`src/design/tksk_pkg.sv`:
```
// tksk_pkg: shared types and codes for the top-k score keeper.
// Used by tksk_cell, top_k_score_keeper and tksk_checker; depends on nothing.
package tksk_pkg;

    localparam int SCORE_W = 16;
    localparam int TAG_W   = 16;
    localparam int LIMIT_W = 7;
    localparam int HELD_W  = 7;

    localparam logic [1:0] MODE_INSERT = 2'd0;
    localparam logic [1:0] MODE_QUERY  = 2'd1;
    localparam logic [1:0] MODE_DRAIN  = 2'd2;
    localparam logic [1:0] MODE_CLEAR  = 2'd3;

    localparam logic [1:0] KIND_QUERY = 2'd0;
    localparam logic [1:0] KIND_DRAIN = 2'd1;
    localparam logic [1:0] KIND_EMPTY = 2'd2;

    typedef enum logic [1:0] {
        OP_HOLD,
        OP_INSERT,
        OP_SHIFT
    } cell_op_t;

    typedef struct packed {
        cell_op_t             op;
        logic                 evict;
        logic [SCORE_W-1:0]   score;
        logic [TAG_W-1:0]     tag;
    } cell_ctrl_t;

endpackage

```
`src/design/tksk_cell.sv`:
```
// tksk_cell: one slot of the sorted chain, holding a score and its tag.
// Depends on tksk_pkg; exchanges data and compare flags with both neighbors.
module tksk_cell
    import tksk_pkg::*;
(
    input  logic               clk,
    input  cell_ctrl_t         ctrl,
    input  logic               head,
    input  logic               occupied,
    input  logic               prev_le,
    input  logic [SCORE_W-1:0] prev_score,
    input  logic [TAG_W-1:0]   prev_tag,
    input  logic               next_le,
    input  logic [SCORE_W-1:0] next_score,
    input  logic [TAG_W-1:0]   next_tag,
    output logic               le,
    output logic [SCORE_W-1:0] score,
    output logic [TAG_W-1:0]   tag
);

    logic [SCORE_W-1:0] score_reg;
    logic [SCORE_W-1:0] score_next;
    logic [TAG_W-1:0]   tag_reg;
    logic [TAG_W-1:0]   tag_next;

    // occupied slot whose score does not exceed the incoming one
    assign le    = occupied && (score_reg <= ctrl.score);
    assign score = score_reg;
    assign tag   = tag_reg;

    always_comb
    begin
        score_next = score_reg;
        tag_next   = tag_reg;
        unique case (ctrl.op)
            OP_SHIFT:
            begin
                score_next = next_score;
                tag_next   = next_tag;
            end
            OP_INSERT:
            begin
                if (ctrl.evict)
                begin
                    // lowest entry leaves: the chain closes up toward the head
                    if (next_le)
                    begin
                        score_next = next_score;
                        tag_next   = next_tag;
                    end
                    else if (head || le)
                    begin
                        score_next = ctrl.score;
                        tag_next   = ctrl.tag;
                    end
                end
                else
                begin
                    if (!le)
                    begin
                        if (head || prev_le)
                        begin
                            score_next = ctrl.score;
                            tag_next   = ctrl.tag;
                        end
                        else
                        begin
                            score_next = prev_score;
                            tag_next   = prev_tag;
                        end
                    end
                end
            end
            default:
            begin
                score_next = score_reg;
                tag_next   = tag_reg;
            end
        endcase
    end

    always_ff @(posedge clk)
    begin
        score_reg <= score_next;
        tag_reg   <= tag_next;
    end

endmodule

```
`config.mk`:
```
export PLATFORM = sky130hd
export DESIGN_NAME = tksk_cell
export DESIGN_NICKNAME = d
export VERILOG_FILES = /design/src/design/tksk_pkg.sv /design/src/design/tksk_cell.sv
export SDC_FILE = /design/constraint.sdc
export NUM_CORES = 1
export LEC_CHECK = 0
export CAP_MARGIN = 0
export CORE_AREA = 2 2 65 67
export DETAILED_ROUTE_END_ITERATION = 12
export DIE_AREA = 0 0 67 69
export DONT_BUFFER_PORTS = 1
export PLACE_DENSITY = 0.74
export REMOVE_ABC_BUFFERS = 1
export SLEW_MARGIN = 30
export SYNTH_ARGS = -nofsm -noshare
export SYNTH_HDL_FRONTEND = slang
export SYNTH_SLANG_ARGS = --single-unit
```
`constraint.sdc`:
```
create_clock -name clk -period 7.1 [get_ports clk]
set_input_delay 1.065 -clock clk [delete_from_list [all_inputs] [get_ports clk]]
set_output_delay 1.065 -clock clk [all_outputs]
set_load 0.005 [all_outputs]
```
==> results.json, run 1 <==
{
  "ys.warnings.count": 0,
  "finalPower_uw": 470.3,
  "critical_path_buf_inv_count": 1,
  "timing.final.ws_setup_ns": 3.411,
  "power_density_nw_per_um2": 210.5,
  "ctsHoldBuffers": 0,
  "worst-setup-path-type": "input pin to output port",
  "via_count": 1559,
  "postSynthCellCount": 184,
  "globalRouteOverflowTotal": 0,
  "fmax_ghz": 0.2711,
  "die_area_um2": 4623,
  "endpoint_kind": "output port",
  "start_point_of_the_critical_path": "ctrl[27]",
  "hold_path_startpoint": "next_tag[3]",
  "num_io_pins": 137,
  "drive_above_1_share_pct": 10.44,
  "cts_sinks": 32,
  "route.detailed.vias_per_inst": 6.720,
  "synth_enable_flop_cells": 32,
  "syn_area_um2": 2101,
  "post_drt_wl_per_cell_um": 21.18,
  "asr_flop_ratio_synth_pct": 0,
  "drt.antenna.violating_nets": 0,
  "grt_first_pass_wirelength_um": 7617,
  "drt_pass1_iterations": 4,
  "first_global_vias": 1590,
  "port_buffers": 0,
  "critPathMaxStageDelay_ns": 0.55,
  "timing.slew.headroom_pct": 50.44,
  "final_antenna_diode_count": 0,
  "crit_fanout": 3,
  "tritoncts_clock_tree": "done",
  "clkSlewWorstSetupHoldPaths_ns": 0.07,
  "drt_first_iter_violations": 102,
  "critical_path_required_ns": 6.03,
  "clock_tree.root_cell": "sky130_fd_sc_hd__clkbuf_8",
  "drv_slew": 0,
  "synth_seq_cells": 32,
  "timing.hold.worst.class": "input pin to register",
  "place_ws_ns": 3.410,
  "maxCapViolations": 0,
  "detailed_place_hpwl_um": 3609,
  "drc_violations_left": 0,
  "synthFlopType": "sky130_fd_sc_hd__edfxtp_1",
  "worst_r2r_startpoint": "score[14]",
  "cts-buffers-inserted": 5,
  "setup_viol": 0,
  "fin_worst_skew_ns": 0.005654,
  "cts_repair_resize_count": 0,
  "synth_top_area_share_pct": 45.74,
  "peakVddDrop_mv": 0.1007,
  "timing.critical_path.from_type": "input pin",
  "post_synth_main_area_contributors": "sky130_fd_sc_hd__edfxtp_1 46%, sky130_fd_sc_hd__a22o_1 27%, sky130_fd_sc_hd__ha_1 10%",
  "cpLargestDelayFamily": "simple AND/OR/NAND/NOR gates",
  "insertion_delay_ns": 0.28,
  "clock_path_buffers": 2,
  "final_nets": 302,
  "gp_congestion": 0.7689,
  "worstMarginPinSlew_ns": 0.7434,
  "rsz0062_at_grt": "no",
  "post-route-period-util_pct": 51.95,
  "num_rows": 23,
  "slowest_library_cell_on_the_worst_path": "sky130_fd_sc_hd__or4_4",
  "whs_ns": 0.9908,
  "cp_data_arrival_time_ns": 2.62,
  "totalWireLength_um": 4914,
  "cellLeakagePower_nw": 0.9339,
  "core_outline_area_um2": 3914,
  "syn2layout_area_growth_pct": 6.373,
  "final.setup.tns_ns": 0,
  "antenna_found_initial": 0,
  "grtUsageTotal_pct": 21.16,
  "fin_crit_ns": 3.689,
  "chipWidth_um": 67,
  "htree_num_levels": 2,
  "post_synth.cell_area_avg_um2": 11.42,
  "yosys_cell_types": 23,
  "final-hold-violation-count": 0,
  "outcome": "complete, no violations",
  "worst_path_cell_trace": "inv_1 -> ha_1 -> nand4_1 -> or4_4 -> a21o_1 -> and3_4 -> nand2b_1",
  "synth.yosys.seq_area_share_pct": 45.74,
  "synth_top_area_cell": "sky130_fd_sc_hd__edfxtp_1",
  "initial_utilization_pct": 53.68,
  "cts_setup_buffers": 0,
  "grt_max_degree": 36,
  "die_h_um": 69
}
## power by group
part	internal (mW)	leakage, nW	total, mW	switching (mW)
registers	0.235	0.314	0.248	0.0134
clock network	0.0679	0.0388	0.135	0.0670
logic	0.0410	0.581	0.0869	0.0459
## worst reg2reg max path: cells and delay by family (launching register included)
family                     cells  cell delay [ns]
and+or+nand+nor                3             0.88
DFF                            1             0.45
buffers and inverters          1             0.43
adders and majority gates      1             0.34
AOI/OAI and AO/OA              2             0.46
## Yosys cell counts, drive strengths merged, types with 2 or more instances
master	instances
nand4	2
nand2b	2
nand2	9
nor3	2
edfxtp	32
a22o	64
nor2b	3
a21oi	8
ha	17
inv	18
clkbuf	13
or2	2
o21ai	3
## final timing paths
kind	end	slack, ns	cells past startpoint
max	le	3.41	7
min	tag[3]	0.99	1
max reg2reg	score[2]	4.18	7
min reg2reg	score[7]	1.50	7
## placed cells by master (no fill, tap or decap), types with 2 or more instances in the layout
cell,count
sky130_fd_sc_hd__ha_1,16
sky130_fd_sc_hd__or2_2,2
sky130_fd_sc_hd__o21ai_0,3
sky130_fd_sc_hd__nand2_1,8
sky130_fd_sc_hd__a22o_1,64
sky130_fd_sc_hd__nand2b_1,2
sky130_fd_sc_hd__a21oi_1,7
sky130_fd_sc_hd__clkbuf_8,5
sky130_fd_sc_hd__buf_4,3
sky130_fd_sc_hd__inv_1,18
sky130_fd_sc_hd__edfxtp_1,32
sky130_fd_sc_hd__nor2b_1,3
## layout make-up
cell class / count / area, µm²
Inverter: 18 / 67.56
Clock buffer: 6 / 72.57
Sequential cell: 32 / 960.9
Tap cell: 50 / 62.56
Fill cell: 333 / 1679
Timing Repair Buffer: 3 / 22.52
Multi-Input combinational cell: 121 / 1037
Clock inverter: 2 / 11.26
## cells by family after synthesis
logic type	after synthesis	share of synthesized area, %
AOI/OAI and AO/OA	80	32.04
DFF	32	45.74
buffers and inverters	31	5.539
and+or+nand+nor	24	6.551
adders and majority gates	17	10.12
## per-stage QoR
step                instance area [µm²]  utilization, %  std cells
finish                             2235           57.10        232
global route                       2235           57.10        232
CTS                                2232           57.03        232
detailed placement                 2148           54.89        224
global placement                   2146           54.83        224
floorplan                          2052               -        171
## per-layer routing
layer | vias to the layer above | wire length (µm) | track usage, %
met5 | - | 0 | 0
met4 | 0 | 50 | 4.535
met3 | 6 | 467 | 7.830
met2 | 90 | 2559 | 36.74
met1 | 738 | 1836 | 24.39
li1 | 725 | - | -
No activity file was read; power rests on OpenSTA's default activity.
==> run 2, diff against run 1 <==
- PLACE_DENSITY: 0.74 -> 0.77
- clock period: 7.1 -> 3.25 ns (I/O delays scaled with it)
==> results.json, run 2 (same netlist as run 1, synthesis figures left out) <==
{
  "outcome": "complete, no violations",
  "post-route-cell-area_um2": 2283,
  "post_drt_wl_per_cell_um": 23.21,
  "rsz0062_at_grt": "no",
  "htree_num_levels": 2,
  "placed_cells": 228,
  "tritoncts_clock_tree": "done",
  "setup_viol": 0,
  "timing.hold.worst.class": "input pin to register",
  "gp_congestion": 0.8611,
  "netSwitchingFraction_pct": 25.14,
  "drc_violations_left": 0,
  "fin_crit_ns": 2.783,
  "worst_r2r_endpoint": "tag[8]",
  "ff2ff_path_depth": 7,
  "detailed_place_hpwl_um": 4183,
  "cts_sinks": 32,
  "worst-setup-path-type": "register to register",
  "insertion_delay_ns": 0.28,
  "final_nets": 306,
  "postPlaceCellArea_um2": 2176,
  "cellLeakagePower_nw": 0.9703,
  "num_rows": 23,
  "die_area_um2": 4623,
  "first_global_vias": 1777,
  "whs_ns": 0.4137,
  "slowest_library_cell_on_the_worst_path": "sky130_fd_sc_hd__or4_4",
  "core_outline_area_um2": 3914,
  "clock_tree.root_cell": "sky130_fd_sc_hd__clkbuf_8",
  "drv_slew": 0,
  "final.setup.tns_ns": 0,
  "post_layout_nonfiller_instances": 236,
  "globalRouteOverflowTotal": 0,
  "critPathCapture": "tag[8]",
  "cts-buffers-inserted": 5,
  "power_density_nw_per_um2": 488.0,
  "port_buffers": 0,
  "critical_path_cell_count": 7,
  "final-hold-violation-count": 0,
  "drive_above_1_share_pct": 11.83,
  "die_h_um": 69,
  "num_io_pins": 137,
  "timing.critical_path.from_type": "register",
  "clkPwrFrac_pct": 33.4,
  "cts_setup_buffers": 0,
  "critical_path_buf_inv_count": 1,
  "worst_r2r_startpoint": "score[13]",
  "maxCapViolations": 0,
  "seqPwrFrac_pct": 48.8,
  "endpoint_kind": "register",
  "ctsHoldBuffers": 0,
  "syn2layout_area_growth_pct": 8.696,
  "worst-r2r-setup-slack_ns": 0.47,
  "crit_fanout": 20,
  "finalPower_mw": 1.114,
  "clkSlewWorstSetupHoldPaths_ns": 0.07,
  "cpLargestDelayFamily": "simple AND/OR/NAND/NOR gates",
  "post-route-period-util_pct": 85.62,
  "initial_utilization_pct": 53.68,
  "chipWidth_um": 67,
  "totalWireLength_um": 5478,
  "final_antenna_diode_count": 0,
  "fmax_ghz": 0.3594,
  "power_switching_uw": 280.2,
  "worst_path_cell_trace": "ha_1 -> nand4_2 -> or4_4 -> a21o_1 -> and3_4 -> a2111oi_4 -> buf_4",
  "route.detailed.vias_per_inst": 6.708,
  "grt_max_degree": 34,
  "fillers": 344,
  "power_report.internal_total_uw": 834.2,
  "grtUsageTotal_pct": 24.47,
  "drt_first_iter_violations": 142,
  "cts_repair_resize_count": 0,
  "timing.slew.headroom_pct": 63.90,
  "worstMarginPinSlew_ns": 0.5415,
  "start_point_of_the_critical_path": "score[13]",
  "via_count": 1583,
  "fin_worst_skew_ns": 0.004877,
  "grt_first_pass_wirelength_um": 8500,
  "most-common-layout-cells": "64 x sky130_fd_sc_hd__a22o_1, 32 x sky130_fd_sc_hd__edfxtp_1, 18 x sky130_fd_sc_hd__inv_1",
  "drt_pass1_iterations": 4,
  "layout.cells.most_common": "sky130_fd_sc_hd__a22o_1",
  "cp_data_arrival_time_ns": 2.75,
  "critPathMaxStageDelay_ns": 0.55,
  "drt.antenna.violating_nets": 0,
  "critical_path_required_ns": 3.21,
  "antenna_found_initial": 0,
  "peakVddDrop_mv": 0.2355,
  "comb_power_share_pct": 17.8,
  "clock_path_buffers": 2
}
run 2: worst min path at each step:
stage,from,end,slack [ns],cells past startpoint
floorplan,next_score[14],score[14],0.69,1
global placement,next_score[14],score[14],0.69,1
detailed placement,next_tag[11],tag[11],0.70,1
CTS,next_score[15],score[15],0.41,1
global route,next_tag[11],tag[11],0.41,1
finish,next_score[15],score[15],0.41,1
run 2: final cells by class:
| type | count | area, µm² | share of cell area [%] |
|---|---|---|---|
| clock buffers | 6 | 72.57 | 3.178 |
| clock inverters | 2 | 35.03 | 1.534 |
| inverters | 18 | 67.56 | 2.959 |
| multi-input cells | 121 | 1032 | 45.21 |
| flip-flops and latches | 32 | 960.9 | 42.08 |
| well taps | 50 | 62.56 | 2.740 |
| repair buffers | 7 | 52.55 | 2.301 |
run 2: power groups by stage:
stage          Clock, mW  Combinational [mW]  Sequential [mW]
2_1_floorplan          0               0.152            0.543
3_5_place_dp           0               0.200            0.553
6_report           0.372               0.198            0.544
4_1_cts            0.378               0.201            0.545
5_1_grt            0.399               0.224            0.549
3_3_place_gp           0               0.188            0.551
run 2: stage by stage:
| step | utilization (%) | worst slack, ns |
|---|---|---|
| 6_report | 58.34 | 0.4674 |
| 5_1_grt | 58.34 | 0.3166 |
| 4_1_cts | 58.34 | 0.4492 |
| 3_5_place_dp | 55.59 | 0.4153 |
| 3_3_place_gp | 55.59 | 0.4723 |
| 2_1_floorplan | - | -0.7895 |
run 2: per-layer routing:
metal	GRT usage (%)	vias up	part of all wire [%]
li1	-	731	-
met1	25.85	757	36
met2	45.10	87	55
met3	6.525	8	7.4
met4	8.390	0	1.4
met5	0	-	0
